`config.mk`:
```
export PLATFORM = sky130hd
export DESIGN_NAME = tlv_frame_crc_parser_unit
export DESIGN_NICKNAME = d
export VERILOG_FILES = /design/src/sv/tfcp_pkg.sv /design/src/sv/tlv_frame_crc_parser_unit.sv /design/src/sv/tfcp_ram.sv /design/src/sv/tfcp_ctrl.sv /design/src/sv/tfcp_dp.sv
export VERILOG_INCLUDE_DIRS = /design/src /design/src/sv
export SDC_FILE = /design/constraint.sdc
export NUM_CORES = 1
export LEC_CHECK = 0
export ABC_AREA = 1
export BUFFER_PORTS_ARGS = -buffer_cell sky130_fd_sc_hd__buf_4
export CORE_UTILIZATION = 65
export DETAILED_ROUTE_END_ITERATION = 12
export PLACE_DENSITY_LB_ADDON = 0.12
export REMOVE_ABC_BUFFERS = 1
export SYNTH_ARGS = -nofsm -noshare
export SYNTH_HDL_FRONTEND = slang
export SYNTH_SLANG_ARGS = --single-unit
```
`constraint.sdc`:
```
create_clock -name clk -period 4.1 [get_ports clk]
set_input_delay 0.41 -clock clk [delete_from_list [all_inputs] [get_ports clk]]
set_output_delay 0.41 -clock clk [all_outputs]
set_load 0.02 [all_outputs]
```
`src/sv/tlv_frame_crc_parser_unit_macros.svh`:
```
// -----------------------------------------------------------------------------
// TLV frame CRC parser - assertion macros
// Concurrent checks clocked on clk and disabled during reset.
// -----------------------------------------------------------------------------
`ifndef TLV_FRAME_CRC_PARSER_UNIT_MACROS_SVH
`define TLV_FRAME_CRC_PARSER_UNIT_MACROS_SVH

`ifndef SYNTH
`define TFCP_ASSERT_IMP(label, ante, cons, msg) \
	label: assert property (@(posedge clk) disable iff (!arst_n) (ante) |-> (cons)) \
	else $error(msg);
`define TFCP_ASSERT_NXT(label, ante, cons, msg) \
	label: assert property (@(posedge clk) disable iff (!arst_n) (ante) |=> (cons)) \
	else $error(msg);
`else
`define TFCP_ASSERT_IMP(label, ante, cons, msg)
`define TFCP_ASSERT_NXT(label, ante, cons, msg)
`endif

`endif

```
`src/sv/tfcp_pkg.sv`:
```
// -----------------------------------------------------------------------------
// TLV frame CRC parser - package
// Constants, controller/datapath interface types and the CRC byte step.
// -----------------------------------------------------------------------------
package tfcp_pkg;

	localparam logic [7:0]  HDR_BYTE  = 8'hFF;
	localparam logic [7:0]  FIXED_LEN = 8'd5;
	localparam logic [15:0] CRC_POLY  = 16'h1021;

	localparam logic [1:0] REG_CRC_SEED      = 2'd0;
	localparam logic [1:0] REG_ACCEPTED_TAG  = 2'd1;
	localparam logic [1:0] REG_MAX_VALUE_LEN = 2'd2;

	localparam logic [15:0] CRC_SEED_RST      = 16'hFFFF;
	localparam logic [7:0]  ACCEPTED_TAG_RST  = 8'd3;
	localparam logic [5:0]  MAX_VALUE_LEN_RST = 6'd11;

	typedef struct packed {
		logic hdr;
		logic tag;
		logic len;
		logic body;
		logic rd_first;
		logic rd_next;
		logic load;
	} ctrl_cmd_t;

	typedef struct packed {
		logic is_hdr;
		logic len_bad;
		logic frame_end;
		logic crc_ok;
		logic emit_more;
		logic out_free;
	} dp_sts_t;

	function automatic logic [15:0] crc_byte(input logic [15:0] crc, input logic [7:0] b);
		logic [15:0] c;
		c = crc ^ {b, 8'h00};
		for (int k = 0; k < 8; k++) begin
			c = c[15] ? ((c << 1) ^ CRC_POLY) : (c << 1);
		end
		return c;
	endfunction

endpackage

```
`src/sv/tlv_frame_crc_parser_unit.sv`:
```
// -----------------------------------------------------------------------------
// TLV frame CRC parser - top level
// Hunts for 0xFF headers, captures TLV frames, checks CRC-16/ITU-T and
// replays verified frames byte by byte.
// -----------------------------------------------------------------------------
// Input stream: one received byte per item on s_tdata. Bytes are taken one per
// cycle while hunting or capturing a frame.
// Output stream: each byte of a CRC-verified frame on m_tdata, header first,
// with m_tlast on the final CRC byte and m_tuser set when the tag equals
// accepted_tag. A frame that fails the length or CRC check gives no output.
// Emission: after the final CRC byte is accepted the controller passes through
// ST_EMIT_RD (frame store read) and ST_EMIT_WR, which loads the output register
// that drives m_tvalid. Emission runs at one byte per cycle while the receiver
// is ready, out of the frame store (one RAM read port); s_tready is low during
// emission, so input is blocked while a frame replays.
// A stalled receiver holds the output register and pauses the replay; after
// the last byte is loaded, input resumes even while that byte still waits.
// Reset clears the parser to hunting, empties the output register and loads
// the register defaults (crc_seed 0xFFFF, accepted_tag 3, max_value_len 11).
// Configuration: APB, registers at 0x0, 0x4, 0x8; write only while idle.
// -----------------------------------------------------------------------------
module tlv_frame_crc_parser_unit #(
	parameter int MAX_FRAME = 16
) (
	input  logic        clk,
	input  logic        arst_n,
	input  logic        s_tvalid,
	output logic        s_tready,
	input  logic [7:0]  s_tdata,   // [7:0] rx_byte
	output logic        m_tvalid,
	input  logic        m_tready,
	output logic [7:0]  m_tdata,   // [7:0] frame_byte
	output logic        m_tlast,
	output logic        m_tuser,   // [0] tag_match
	input  logic        psel,
	input  logic        penable,
	input  logic        pwrite,
	input  logic [3:0]  paddr,
	input  logic [31:0] pwdata,
	output logic [31:0] prdata,
	output logic        pready
);

	import tfcp_pkg::*;

	`include "tlv_frame_crc_parser_unit_macros.svh"

	logic [15:0] crc_seed_q;
	logic [7:0]  accepted_tag_q;
	logic [5:0]  max_value_len_q;
	logic [1:0]  reg_idx;
	logic        cfg_wr;
	ctrl_cmd_t   cmd;
	dp_sts_t     sts;

	assign pready  = 1'b1;
	assign reg_idx = paddr[3:2];
	assign cfg_wr  = psel && penable && pwrite && pready;

	always_ff @(posedge clk or negedge arst_n) begin
		if (!arst_n) begin
			crc_seed_q      <= CRC_SEED_RST;
			accepted_tag_q  <= ACCEPTED_TAG_RST;
			max_value_len_q <= MAX_VALUE_LEN_RST;
		end else if (cfg_wr) begin
			unique case (reg_idx)
				REG_CRC_SEED:      crc_seed_q      <= pwdata[15:0];
				REG_ACCEPTED_TAG:  accepted_tag_q  <= pwdata[7:0];
				REG_MAX_VALUE_LEN: max_value_len_q <= pwdata[5:0];
				default: begin
				end
			endcase
		end
	end

	always_comb begin
		unique case (reg_idx)
			REG_CRC_SEED:      prdata = {16'h0000, crc_seed_q};
			REG_ACCEPTED_TAG:  prdata = {24'h000000, accepted_tag_q};
			REG_MAX_VALUE_LEN: prdata = {26'h0000000, max_value_len_q};
			default:           prdata = '0;
		endcase
	end

	tfcp_ctrl u_ctrl (
		.clk      (clk),
		.arst_n   (arst_n),
		.s_tvalid (s_tvalid),
		.s_tready (s_tready),
		.sts      (sts),
		.cmd      (cmd)
	);

	tfcp_dp #(
		.MAX_FRAME (MAX_FRAME)
	) u_dp (
		.clk           (clk),
		.arst_n        (arst_n),
		.cmd           (cmd),
		.sts           (sts),
		.rx_byte       (s_tdata),
		.crc_seed      (crc_seed_q),
		.accepted_tag  (accepted_tag_q),
		.max_value_len (max_value_len_q),
		.out_valid     (m_tvalid),
		.out_ready     (m_tready),
		.frame_byte    (m_tdata),
		.frame_last    (m_tlast),
		.tag_match     (m_tuser)
	);

	`TFCP_ASSERT_NXT(a_resume_after_last, cmd.load && !sts.emit_more, s_tready, "no resume after last byte")
	`TFCP_ASSERT_IMP(a_first_not_last, $rose(m_tvalid), !m_tlast, "frame starts on a last byte")
	`TFCP_ASSERT_IMP(a_load_blocks_input, cmd.load, !s_tready, "input open during replay")

endmodule

```
`src/sv/tfcp_ram.sv`:
```
// -----------------------------------------------------------------------------
// TLV frame CRC parser - generic RAM
// One write port, one read port with registered read data.
// -----------------------------------------------------------------------------
module tfcp_ram #(
	parameter int WIDTH = 8,
	parameter int DEPTH = 16
) (
	input  logic                     clk,
	input  logic                     we,
	input  logic [$clog2(DEPTH)-1:0] waddr,
	input  logic [WIDTH-1:0]         wdata,
	input  logic                     re,
	input  logic [$clog2(DEPTH)-1:0] raddr,
	output logic [WIDTH-1:0]         rdata
);

	logic [WIDTH-1:0] mem_q [DEPTH];

	always_ff @(posedge clk) begin
		if (we) begin
			mem_q[waddr] <= wdata;
		end
		if (re) begin
			rdata <= mem_q[raddr];
		end
	end

endmodule

```
`src/sv/tfcp_ctrl.sv`:
```
// -----------------------------------------------------------------------------
// TLV frame CRC parser - controller
// Sequences header hunt, frame capture and emission of verified frames.
// -----------------------------------------------------------------------------
module tfcp_ctrl (
	input  logic                 clk,
	input  logic                 arst_n,
	input  logic                 s_tvalid,
	output logic                 s_tready,
	input  tfcp_pkg::dp_sts_t    sts,
	output tfcp_pkg::ctrl_cmd_t  cmd
);

	import tfcp_pkg::*;

	typedef enum logic [2:0] {
		ST_HUNT,
		ST_TAG,
		ST_LEN,
		ST_BODY,
		ST_EMIT_RD,
		ST_EMIT_WR
	} state_t;

	state_t state_q;
	state_t state_d;
	logic   fire;

	assign s_tready = (state_q == ST_HUNT) || (state_q == ST_TAG) ||
	                  (state_q == ST_LEN)  || (state_q == ST_BODY);
	assign fire = s_tvalid && s_tready;

	always_comb begin
		state_d = state_q;
		cmd     = '0;
		unique case (state_q)
			ST_HUNT: begin
				if (fire && sts.is_hdr) begin
					cmd.hdr = 1'b1;
					state_d = ST_TAG;
				end
			end
			ST_TAG: begin
				if (fire) begin
					cmd.tag = 1'b1;
					state_d = ST_LEN;
				end
			end
			ST_LEN: begin
				if (fire) begin
					if (sts.len_bad) begin
						state_d = ST_HUNT;
					end else begin
						cmd.len = 1'b1;
						state_d = ST_BODY;
					end
				end
			end
			ST_BODY: begin
				if (fire) begin
					cmd.body = 1'b1;
					if (sts.frame_end) begin
						state_d = sts.crc_ok ? ST_EMIT_RD : ST_HUNT;
					end
				end
			end
			ST_EMIT_RD: begin
				cmd.rd_first = 1'b1;
				state_d      = ST_EMIT_WR;
			end
			ST_EMIT_WR: begin
				if (sts.out_free) begin
					cmd.load = 1'b1;
					if (sts.emit_more) begin
						cmd.rd_next = 1'b1;
					end else begin
						state_d = ST_HUNT;
					end
				end
			end
			default: begin
				state_d = ST_HUNT;
			end
		endcase
	end

	always_ff @(posedge clk or negedge arst_n) begin
		if (!arst_n) begin
			state_q <= ST_HUNT;
		end else begin
			state_q <= state_d;
		end
	end

endmodule

```
`src/sv/tfcp_dp.sv`:
```
// -----------------------------------------------------------------------------
// TLV frame CRC parser - datapath
// Byte counter, length check, running CRC, frame store and output register.
// -----------------------------------------------------------------------------
module tfcp_dp #(
	parameter int MAX_FRAME = 16
) (
	input  logic                 clk,
	input  logic                 arst_n,
	input  tfcp_pkg::ctrl_cmd_t  cmd,
	output tfcp_pkg::dp_sts_t    sts,
	input  logic [7:0]           rx_byte,
	input  logic [15:0]          crc_seed,
	input  logic [7:0]           accepted_tag,
	input  logic [5:0]           max_value_len,
	output logic                 out_valid,
	input  logic                 out_ready,
	output logic [7:0]           frame_byte,
	output logic                 frame_last,
	output logic                 tag_match
);

	import tfcp_pkg::*;

	localparam int CW = $clog2(MAX_FRAME + 1);
	localparam int AW = $clog2(MAX_FRAME);
	localparam logic [7:0] LEN_MAX = 8'(MAX_FRAME);

	logic [CW-1:0] cnt_q;
	logic [CW-1:0] len_q;
	logic [CW-1:0] emit_idx_q;
	logic [15:0]   crc_q;
	logic [7:0]    crc_hi_q;
	logic [7:0]    tag_q;
	logic          out_valid_q;
	logic [7:0]    out_byte_q;
	logic          out_last_q;
	logic          out_tag_q;

	logic [CW:0]   cnt_p1;
	logic [CW:0]   cnt_p2;
	logic [CW:0]   emit_p1;
	logic [CW-1:0] emit_nxt;
	logic [15:0]   crc_in;
	logic [15:0]   crc_nxt;
	logic          store_we;
	logic [AW-1:0] store_waddr;
	logic          store_re;
	logic [AW-1:0] store_raddr;
	logic [7:0]    store_rdata;

	assign cnt_p1   = {1'b0, cnt_q} + (CW+1)'(1);
	assign cnt_p2   = {1'b0, cnt_q} + (CW+1)'(2);
	assign emit_p1  = {1'b0, emit_idx_q} + (CW+1)'(1);
	assign emit_nxt = emit_p1[CW-1:0];

	assign crc_in  = cmd.hdr ? crc_seed : crc_q;
	assign crc_nxt = crc_byte(crc_in, rx_byte);

	assign sts.is_hdr    = (rx_byte == HDR_BYTE);
	assign sts.len_bad   = (rx_byte < FIXED_LEN) ||
	                       ((rx_byte - FIXED_LEN) > {2'b00, max_value_len}) ||
	                       (rx_byte > LEN_MAX);
	assign sts.frame_end = (cnt_p1 == {1'b0, len_q});
	assign sts.crc_ok    = ({crc_hi_q, rx_byte} == crc_q);
	assign sts.emit_more = (emit_p1 < {1'b0, len_q});
	assign sts.out_free  = !out_valid_q || out_ready;

	assign store_we    = cmd.hdr || cmd.tag || cmd.len || cmd.body;
	assign store_waddr = cmd.hdr ? '0 : cnt_q[AW-1:0];
	assign store_re    = cmd.rd_first || cmd.rd_next;
	assign store_raddr = cmd.rd_first ? '0 : emit_nxt[AW-1:0];

	tfcp_ram #(
		.WIDTH (8),
		.DEPTH (MAX_FRAME)
	) u_store (
		.clk   (clk),
		.we    (store_we),
		.waddr (store_waddr),
		.wdata (rx_byte),
		.re    (store_re),
		.raddr (store_raddr),
		.rdata (store_rdata)
	);

	always_ff @(posedge clk or negedge arst_n) begin
		if (!arst_n) begin
			cnt_q       <= '0;
			crc_q       <= CRC_SEED_RST;
			out_valid_q <= 1'b0;
			emit_idx_q  <= '0;
		end else begin
			if (cmd.hdr) begin
				cnt_q <= CW'(1);
			end else if (cmd.tag || cmd.len || cmd.body) begin
				cnt_q <= cnt_p1[CW-1:0];
			end
			if (cmd.hdr || cmd.tag || cmd.len || (cmd.body && (cnt_p2 < {1'b0, len_q}))) begin
				crc_q <= crc_nxt;
			end
			if (cmd.rd_first) begin
				emit_idx_q <= '0;
			end else if (cmd.rd_next) begin
				emit_idx_q <= emit_nxt;
			end
			if (cmd.load) begin
				out_valid_q <= 1'b1;
			end else if (out_ready) begin
				out_valid_q <= 1'b0;
			end
		end
	end

	always_ff @(posedge clk) begin
		if (cmd.tag) begin
			tag_q <= rx_byte;
		end
		if (cmd.len) begin
			len_q <= rx_byte[CW-1:0];
		end
		if (cmd.body && (cnt_p2 == {1'b0, len_q})) begin
			crc_hi_q <= rx_byte;
		end
		if (cmd.load) begin
			out_byte_q <= store_rdata;
			out_last_q <= !sts.emit_more;
			out_tag_q  <= (tag_q == accepted_tag);
		end
	end

	assign out_valid  = out_valid_q;
	assign frame_byte = out_byte_q;
	assign frame_last = out_last_q;
	assign tag_match  = out_tag_q;

endmodule

```
==> results.cfg <==
[synth]
synth-simple-area-share_pct = 20.2
synth_top_family_by_area = simple AND/OR/NAND/NOR gates
netlist_instances = 1128
ys_ff_latch = 227
synth_warnings = 0
ys_types = 42
synth_compound_area_share_pct = 8.65
synth_xor_area_share_pct = 2.21
synthAdderAreaFrac_pct = 2.37
synth_area_sq_um = 11100
ys_seq_area_share_pct = 59.2
avgSynthCellArea_sq_um = 9.83
muxShareOfSynthArea_pct = 0

[setup_path]
worstSetupEndpointType = flop
r2r-start = u_dp.emit_idx_q[1]
start_kind = flop
cp.required_ps = 4240
crit_arrival_ps = 3140
crit_slowest_cell = nand2_1
critPathMaxFanout = 18
r2r_cells = 9
reg2reg_to = u_dp.u_store.rdata[3]
path_cells = ha_1, or2_2, nand2_2, clkinv_1, ha_1, a21oi_1, nand3b_1, nand4_1, nand2_1
cp_slowest_stage_delay_ps = 520
r2r_setup_slack_ps = 1090
crit_top_cell = ha_1
critPathKind = flop to flop

[run]
maxCapViolCount = 0

[sta]
finalHoldViolCount = 1
rsz0062_at_grt = false
whs_ps = -10.3
setup_viol = 0
finClkSkew_ps = 22.5
drv_slew = 0
fin_setup_tns_ps = 0
period_minus_slack_ps = 3010
fin_crit_sh_pct = 73.4
tightest_slew_ps = 1040
fmax_mhz = 332
worst_slack_ps = 1090
slew_headroom_pct = 30.3

[grt]
grt_pass1_wl_mm = 42.6
grt_start_max_net_pins = 61
grt_pass1_vias = 8134
antenna_found_initial = 0
overflow = 0
grt.total_usage_pct = 31.8

[final_layout]
layout_common_cells = nand2_1, edfxtp_1, inv_1, nand3_1, nor2_1
area_delta_synth_final_pct = 11.6
diodes = 0
fin_nets = 1259
drive_gt1_share_pct = 15.4
final_common_cell = nand2_1
post-route-cell-area_sq_um = 12400
fill_cells = 1201
fin_util_pct = 74.3

[floorplan]
initial_core_util_pct = 66.6
io_pins = 96
die_w_um = 133
rows = 47
die_area_sq_um = 17600
die_h_um = 133
fp.coreArea_sq_um = 16600

[routing]
firstDrtPassIters = 6
ant_nets = 0
route.detailed.drc = 0
via_per_inst = 6.00
drt_iter0_drc = 703
wl_per_cell_um = 18.9
vias = 8527
wl_mm = 26.9

[clock_network]
clk_pin_slew_worst_paths_ps = 60
cts.root.buffer_cell = clkbuf_16
hold_buffers = 0
numCtsBuffers = 23
cts.sinks = 227
clk_path_buf_depth = 3
post-cts-setup-buffers = 0
ctsResizeCount = 0
cts_tree = done
clock_latency_ps = 520
h-tree-depth = 1

[power]
power_switching_mw = 3.12
p_seq_share_pct = 39.0
p_sw_share_pct = 38.5
leakagePower_nw = 5.26
internal_power_mw = 4.99
combPwrFrac_pct = 36.3
clkPwrFrac_pct = 24.7
p_per_area_nw_per_um2 = 656
p_total_mw = 8.11
vdd_drop_max_mv = 0.525

[hold_path]
hold_path_class = input pin to asynchronous set/reset pin

[placed_design]
place_ws_ps = 621
dp_hpwl_mm = 18.0
portBuffers = 60
gp_congestion = 0.878
placedInstanceArea_sq_um = 11700

[run_status]
status = finished, violations left
failed_checks = negative hold slack
==> metrics by stage <==
step,hold WS [ps],instances
finish,-10.3,1422
global route,54.5,1422
CTS,4.68,1422
detailed placement,406,1382
global placement,401,1382
floorplan,114,1087
==> cell usage after synthesis <==
library cell / n / share of area, %
nand2_1: 243 / 8.2
edfxtp_1: 167 / 45
inv_1: 121 / 4.1
nand3_1: 104 / 4.7
nor2_1: 94 / 3.2
o21ai_0: 80 / 3.6
dfstp_2: 37 / 8.8
o221ai_1: 32 / 2.5
dfrtp_1: 23 / 5.2
buf_4: 22 / 1.5
a21oi_1: 21 / 0.95
ha_1: 21 / 2.4
nand4_1: 19 / 1.1
xor2_1: 18 / 1.4
clkbuf_1: 16 / 0.54
buf_2: 15 / 0.68
o21ai_1: 13 / 0.59
xnor2_1: 10 / 0.79
nand2_2: 8 / 0.45
nor3_1: 7 / 0.32
or2_2: 7 / 0.40
nor2_2: 6 / 0.34
o211ai_1: 5 / 0.34
inv_2: 4 / 0.14
nand3b_1: 4 / 0.27
nor2_4: 4 / 0.41
o22ai_1: 4 / 0.23
clkinv_1: 3 / 0.10
nor3_2: 3 / 0.27
buf_6: 2 / 0.20
conb_1: 2 / 0.068
nand3_2: 2 / 0.18
o21a_1: 2 / 0.14
a21o_1: 1 / 0.068
a31oi_1: 1 / 0.056
and3_1: 1 / 0.056
buf_1: 1 / 0.034
nand4_2: 1 / 0.11
nand4_4: 1 / 0.19
nor4_1: 1 / 0.056
o21ai_2: 1 / 0.079
o21bai_1: 1 / 0.068
==> worst max path at each step <==
stage	cells after the start	end	slack [ps]	startpoint
2_1_floorplan	10	u_dp.u_store.rdata[0]	1010	u_dp.emit_idx_q[0]
3_3_place_gp	14	u_dp.u_store.mem_q[8][4]	690	s_tdata[0]
3_5_place_dp	14	u_dp.u_store.mem_q[8][4]	620	s_tdata[2]
4_1_cts	14	u_dp.u_store.mem_q[8][7]	1150	s_tdata[2]
5_1_grt	14	u_dp.u_store.mem_q[8][7]	840	s_tdata[2]
6_report	9	u_dp.u_store.rdata[3]	1090	u_dp.emit_idx_q[1]
==> registers in the layout, indices dropped and copies added, names as in the netlist <==
signal	flops
u_dp.u_store.mem_q	128
crc_seed_q	16
u_dp.crc_q	16
accepted_tag_q	8
u_dp.crc_hi_q	8
u_dp.frame_byte	8
u_dp.tag_q	8
u_dp.u_store.rdata	8
max_value_len_q	6
u_dp.cnt_q	5
u_dp.emit_idx_q	5
u_dp.len_q	5
u_ctrl.state_q	3
u_dp.frame_last	1
u_dp.out_valid	1
u_dp.tag_match	1
==> power by group through the flow <==
stage | registers, mW | logic, mW | clock network [mW]
2_1_floorplan | 3.18 | 1.93 | 0
5_1_grt | 3.19 | 3.26 | 2.09
6_report | 3.16 | 2.94 | 2.01
3_5_place_dp | 3.20 | 2.87 | 0
4_1_cts | 3.16 | 2.90 | 2.02
3_3_place_gp | 3.18 | 2.78 | 0
==> cell families (layout without fill, tap and decap cells) <==
kind of cell    Yosys count  count (layout)
buf+inv                 184             243
other cells               2              17
fa+ha+maj                21              21
compound gates          161             161
simple gates            505             505
xor+xnor                 28              28
flops                   227             227
==> critical path: cells and delay by family (launching register included) <==
kind | cells | cell delay (ps)
DFF | 1 | 430
buffers and inverters | 1 | 170
adders and majority gates | 2 | 430
and+or+nand+nor | 5 | 1480
AOI/OAI and AO/OA | 1 | 140
==> layout make-up <==
class / instances / area [sq um] / share of cell area (%)
Sequential cell: 227 / 6560 / 53.0
Tap cell: 220 / 275 / 2.23
Timing Repair Buffer: 75 / 563 / 4.55
Clock buffer: 28 / 614 / 4.97
Multi-Input combinational cell: 732 / 3780 / 30.5
Inverter: 128 / 480 / 3.88
Clock inverter: 12 / 97.6 / 0.789
==> routing by layer <==
| metal | vias to the layer above | GRT usage [%] | routed length (um) |
|---|---|---|---|
| met5 | - | 0 | 0 |
| met4 | 0 | 16.0 | 1560 |
| met3 | 111 | 4.98 | 2110 |
| met2 | 470 | 53.2 | 13100 |
| met1 | 4004 | 40.6 | 10200 |
| li1 | 3942 | - | - |
Power figures use the tool's default switching activity.
